## config.mk

```make
export PLATFORM = sky130hd
export DESIGN_NAME = gkg_divider
export DESIGN_NICKNAME = d
export VERILOG_FILES = /design/src/rtl/gkg_pkg.sv /design/src/rtl/gkg_divider.sv
export SDC_FILE = /design/constraint.sdc
export NUM_CORES = 1
export LEC_CHECK = 0
export BUFFER_PORTS_ARGS = -buffer_cell sky130_fd_sc_hd__clkbuf_2
export CAP_MARGIN = 25
export CORE_MARGIN = 8
export CORE_UTILIZATION = 32
export CTS_BUF_LIST = sky130_fd_sc_hd__clkbuf_8
export CTS_CLUSTER_DIAMETER = 60
export DETAILED_ROUTE_END_ITERATION = 16
export GPL_TIMING_DRIVEN = 0
export PLACE_DENSITY_LB_ADDON = 0.2
export SYNTH_ARGS = -nofsm -noshare
export SYNTH_HDL_FRONTEND = slang
export SYNTH_SLANG_ARGS = --single-unit
```

## constraint.sdc

```tcl
create_clock -name clk -period 2.8 [get_ports clk]
set_clock_uncertainty 0.2 [all_clocks]
set_input_delay 0.56 -clock clk [delete_from_list [all_inputs] [get_ports clk]]
set_output_delay 0.56 -clock clk [all_outputs]
set_load 0.005 [all_outputs]
```

## src/rtl/gkg_pkg.sv

```systemverilog
// Shared types and constants for the Gaussian kernel generator.
package gkg_pkg;
    localparam logic [31:0] LN2_Q32 = 32'd2977044472;
    localparam int SERIES_TERMS = 13;
    localparam logic [4:0] EXP_CUTOFF = 5'd17;

    typedef struct packed {
        logic start;
        logic [5:0] d2;
        logic [15:0] sig;
    } gkg_exp_req_t;

    typedef struct packed {
        logic done;
        logic [15:0] g;
    } gkg_exp_rsp_t;
endpackage

```

## src/rtl/gkg_divider.sv

```systemverilog
// Shared restoring divider, one quotient bit per cycle.
module gkg_divider import gkg_pkg::*;
(
    input  logic        clk,
    input  logic        rst_n,
    input  logic        start,
    input  logic [63:0] dividend,
    input  logic [39:0] divisor,
    output logic        done,
    output logic [63:0] quotient
);
    logic [63:0] q_reg, q_next;
    logic [40:0] r_reg, r_next;
    logic [39:0] d_reg, d_next;
    logic [6:0]  cnt_reg, cnt_next;
    logic        busy_reg, busy_next;
    logic        done_reg, done_next;
    logic [40:0] shifted;
    logic [41:0] diff;

    always_comb
    begin
        q_next = q_reg;
        r_next = r_reg;
        d_next = d_reg;
        cnt_next = cnt_reg;
        busy_next = busy_reg;
        done_next = 1'b0;
        shifted = {r_reg[39:0], q_reg[63]};
        diff = {1'b0, shifted} - {2'b00, d_reg};
        if (start)
        begin
            q_next = dividend;
            r_next = '0;
            d_next = divisor;
            cnt_next = 7'd0;
            busy_next = 1'b1;
        end
        else if (busy_reg)
        begin
            if (!diff[41])
            begin
                r_next = diff[40:0];
                q_next = {q_reg[62:0], 1'b1};
            end
            else
            begin
                r_next = shifted;
                q_next = {q_reg[62:0], 1'b0};
            end
            cnt_next = cnt_reg + 7'd1;
            if (cnt_reg == 7'd63)
            begin
                busy_next = 1'b0;
                done_next = 1'b1;
            end
        end
    end

    always_ff @(posedge clk or negedge rst_n)
    begin
        if (!rst_n)
        begin
            busy_reg <= 1'b0;
            done_reg <= 1'b0;
            cnt_reg <= '0;
        end
        else
        begin
            busy_reg <= busy_next;
            done_reg <= done_next;
            cnt_reg <= cnt_next;
        end
    end

    always_ff @(posedge clk)
    begin
        q_reg <= q_next;
        r_reg <= r_next;
        d_reg <= d_next;
    end

    assign done = done_reg;
    assign quotient = q_reg;
endmodule
```

# --- Word level (Yosys, flattened, before mapping) ---
# Cells that the tools add are included.
totals:
  inputBits: 107
  word_cells: 22
  latch_bits: 0
  output_inout_bits: 65
  n_memories: 0
  ramBits: 0
  reg_bits: 153
  rom_bits: 0
op_classes:
  eq_ne: 1
  add_sub_neg: 2
  muxes: 12
  shift: 0
  reduce_logical: 1
  magnitude_cmp: 0
  multipliers: 0
  div_mod_pow: 0
  bitwise_logic: 0
op_table:
  columns: ["operator", "n"]
  rows:
  - ["$mux W64", 2]
  - ["$sub A41 B40 Y42", 1]
  - ["$mux W40", 1]
  - ["$mux W7", 2]
  - ["$add A7 B1 Y7 const B", 1]
  - ["$eq A7 B6 Y1 const B", 1]
  - ["$mux W1", 7]
  - ["$reduce_bool A2 Y1", 1]

# --- Logic depth before layout (Yosys ltp) ---
depth:
  ltp_word: 4
  mapped_depth: 14
  ltp_nobuf: 13

# --- Worst setup path before layout ---
# Ideal clock, no wire load.
synth_path:
  kind: "reg2reg"
  start: "register q_reg[63] (netlist: quotient[63])"
  end: "register r_reg[38]"
  path_slack_ps: -152
  period_less_slack_ps: 2952
  arrival_time_ps: 2625
  t_required_ps: 2473
  n_path_buf: 0
  setup_time_ps: 127
  path_stages_with_launch: 14
  path_cell_list: "edfxtp_1 > inv_1 > ha_1 > inv_1 > fa_1 > a21oi_1 > o211ai_1 > a32oi_1 > a41o_1 > and3_1 > nor4_1 > o31ai_1 > xor2_1 > o21ai_1"
synth_via:
  elab_chain_len: 2
synth_rtl:
  columns: ["element", "line_no", "source"]
  rows:
  - ["from (decl)", "gkg_divider.sv:12", "logic [63:0] q_reg, q_next;"]
  - ["from (signal assigned)", "gkg_divider.sv:78", "q_reg <= q_next;"]
  - ["$sub A41 B40 Y42", "gkg_divider.sv:30", "diff = {1'b0, shifted} - {2'b00, d_reg};"]
  - ["$mux W40", "gkg_divider.sv:41", "if (!diff[41])"]
  - ["to (signal assigned)", "gkg_divider.sv:79", "r_reg <= r_next;"]
  - ["to (decl)", "gkg_divider.sv:13", "logic [40:0] r_reg, r_next;"]
# No other way between the ends.
# A chain may end at the register's enable or synchronous reset.

# --- Worst setup path in the final report ---
layout_path:
  start: "register d_reg[4]"
  end: "register r_reg[18]"
layout_via:
  elab_chain_len: 2
layout_rtl:
  columns: ["element", "line_no", "source"]
  rows:
  - ["from (decl)", "gkg_divider.sv:14", "logic [39:0] d_reg, d_next;"]
  - ["from (signal assigned)", "gkg_divider.sv:80", "d_reg <= d_next;"]
  - ["$sub A41 B40 Y42", "gkg_divider.sv:30", null]
  - ["$mux W40", "gkg_divider.sv:41", null]
# No other way between the ends.

==> metrics <==
status=finished with violations; failing checks=setup timing; DP Wirelength=19.2 mm; most frequent cells in the layout=clkbuf_2 (175), edfxtp_1 (104), nor2_1 (65); Post-DP Area=10200 µm²; Synth Instances=798; worst slack, placed=-681 ps; Syn Nets=947; Total Routing Usage GR=16.0%; largest net degree at the start of global routing=38; DRC Markers=0; Pwr Density=814 nW/µm²; final worst slack=-453 ps; global route overflow=0; largest family of logic cells by synthesized area=compound AO/OA/AOI/OAI gates; Tcrit/Tclk final=116%; Finished Layout Cells=1377; Yosys cell types=71; post-route cell area=11600 µm²; startpoint types=flip-flop; FMAX=307 MHz; Synth Area in Adders=6.12%; Rows=60; Layout Area Growth over Synthesis=33.6%; Cells after DPL=1312; simple-gate share of the synthesized area=10.9%; mux cell area share after synthesis=8.39%; Primary FF master, synth=edfxtp_1; yosys warns=0; fin. max-slew vios=0; Floorplan Core Area=26800 µm²; Syn Area/Cell=10.9 µm²; GP Congestion=0.821; Crit Path Class=reg2reg; antenna violations before repair=0; Max rail drop VDD=354 µV; I/O Buffers=171; clock slew at reported path FFs=100 ps; Hold Crit Class=in2reg; Sink Count=153; max reg flops=64; P_leak=4.90 nW; Die X=181 µm; CTS buffer count=17; H-tree depth=4; Compound-Gate Fraction of Synth Area=18.6%; Longest Clk Path Bufs=2; Starting DRT DRC Count=575; FFs w/ async S/R, synth=5.88%; drt wl/cell=19.6 µm; CP Capture Type=flip-flop; final hold violation count=0; clock root buffer master=clkbuf_8; sequential area share after synthesis=47.7%; unrepaired setup endpoints after global routing=yes; number of global-route vias before repair=7457; Post-Route WL=27.0 mm; Die ar.=32700 µm²; max_slew headroom=32.9%; IO Count=172; Worst EP required=2960 ps; Die Height=181 µm; Max Cap Viol=0; Initial Util=32.5%; Least-Margin Pin Slew=1010 ps; Final setup viols=41; commonest non-fill, non-tap cell in the layout=clkbuf_2; Cell Area, Synth=8710 µm²; ant diodes=0; #FFs+latches synth=153; Max Fanout on Critical Path=8; via count=7268; Period minus WS final=3250 ps; 1st-pass router iterations=5; # fillers=2553; net count reported at finish=1172; number of synthesized flops with an enable pin=104; Routed Antenna Nets=0; Clock Latency Late Sink=470 ps; XOR/XNOR Fraction of Synth Area=3.52%; first-pass GRT wire length=41.9 mm; Crit path arrival time=3420 ps; drt via density=5.28; share of cells above drive strength 1=42.1%; CTS tree=built
## worst paths after layout
kind / end / slack (ps) / start / cells after the start
setup reg to reg: r_reg[18] / -450 / d_reg[4] / 12
setup / recovery: r_reg[18] / -450 / d_reg[4] / 12
hold / removal: d_reg[0] / 60 / divisor[0] / 1
max in group asynchronous: cnt_reg[6] / 1910 / rst_n / 2
hold reg to reg: r_reg[39] / 300 / r_reg[39] / 2
min in group asynchronous: busy_reg / 280 / rst_n / 2
## worst max-delay path: stages (launching register included)
cell	delay (ps)
edfxtp_1	350
inv_2	40
ha_4	260
o211ai_1	120
a21oi_4	240
o2111ai_4	200
a2111oi_4	440
o21ai_4	140
a21oi_4	250
o211a_4	320
nor3_4	90
buf_6	170
a2111oi_4	300
## synth_stat cells, drive strengths merged (17+ instances only)
cell type  count  area [µm²]
o21ai         19        98.9
xnor2         17         149
a21oi         40         226
nor2          66         248
mux2          64         721
o31ai         22         165
ha            41         513
a21o          26         195
nand4         31         194
xor2          18         158
a311oi        33         295
edfxtp       104        3120
dfxtp         40         801
nand2         41         154
clkbuf        40         150
inv           51         191
## area by class of cell
class                           count  area (µm²)  share of cell area [%]
Multi-Input combinational cell    543        4850                    41.7
Sequential cell                   153        4160                    35.8
Timing Repair Buffer              210        1290                    11.1
Tap cell                          341         427                    3.67
Buffer                             47         295                    2.54
Clock buffer                       17         234                    2.01
Inverter                           51         191                    1.65
Clock inverter                     15         185                    1.59
## power by group
group | total, mW | switching, mW | internal, mW
Clock | 1.85 | 1.02 | 0.830
Sequential | 3.22 | 0.372 | 2.85
Combinational | 4.39 | 2.40 | 2.00
Total | 9.46 | 3.79 | 5.67
## logic make-up (layout without fill, tap and decap cells)
group | Yosys count | count (layout)
AO/OA/AOI/OAI | 206 | 206
XOR/XNOR | 35 | 35
adder cells (fa/ha/maj) | 42 | 42
buffers and inverters | 102 | 340
flip-flops | 153 | 153
multiplexers | 65 | 65
AND/OR/NAND/NOR | 195 | 195
## metrics by stage
step | total power [mW] | hold WS [ps] | utilization, % | TNS [ps]
3_3_place_gp | 6.68 | 229 | 37.7 | -176950
5_1_grt | 10.1 | 24.2 | 43.4 | -20500
4_1_cts | 9.08 | 30.5 | 41.8 | -12710
3_5_place_dp | 6.68 | 236 | 37.9 | -37810
2_1_floorplan | 5.67 | 64.4 | - | -291
6_report | 9.46 | 57.6 | 43.4 | -15430
## per-layer routing
layer	global-route usage (%)	wire length [µm]	part of all wire, %
met1	20.0	12100	45
met2	25.5	12300	46
met5	0	0	0
met4	3.57	316	1.2
met3	6.54	2240	8.3
## timing repair
item                                    CTS  global route
endpoints found under the setup margin   41            41
pin swaps                                48            46
cloned                                    3             3
hold buffers                              1             0
setup buffers                            22            10
hold endpoints to repair                  9             0
resized for setup                        90            58
Power figures use the tool's default switching activity.
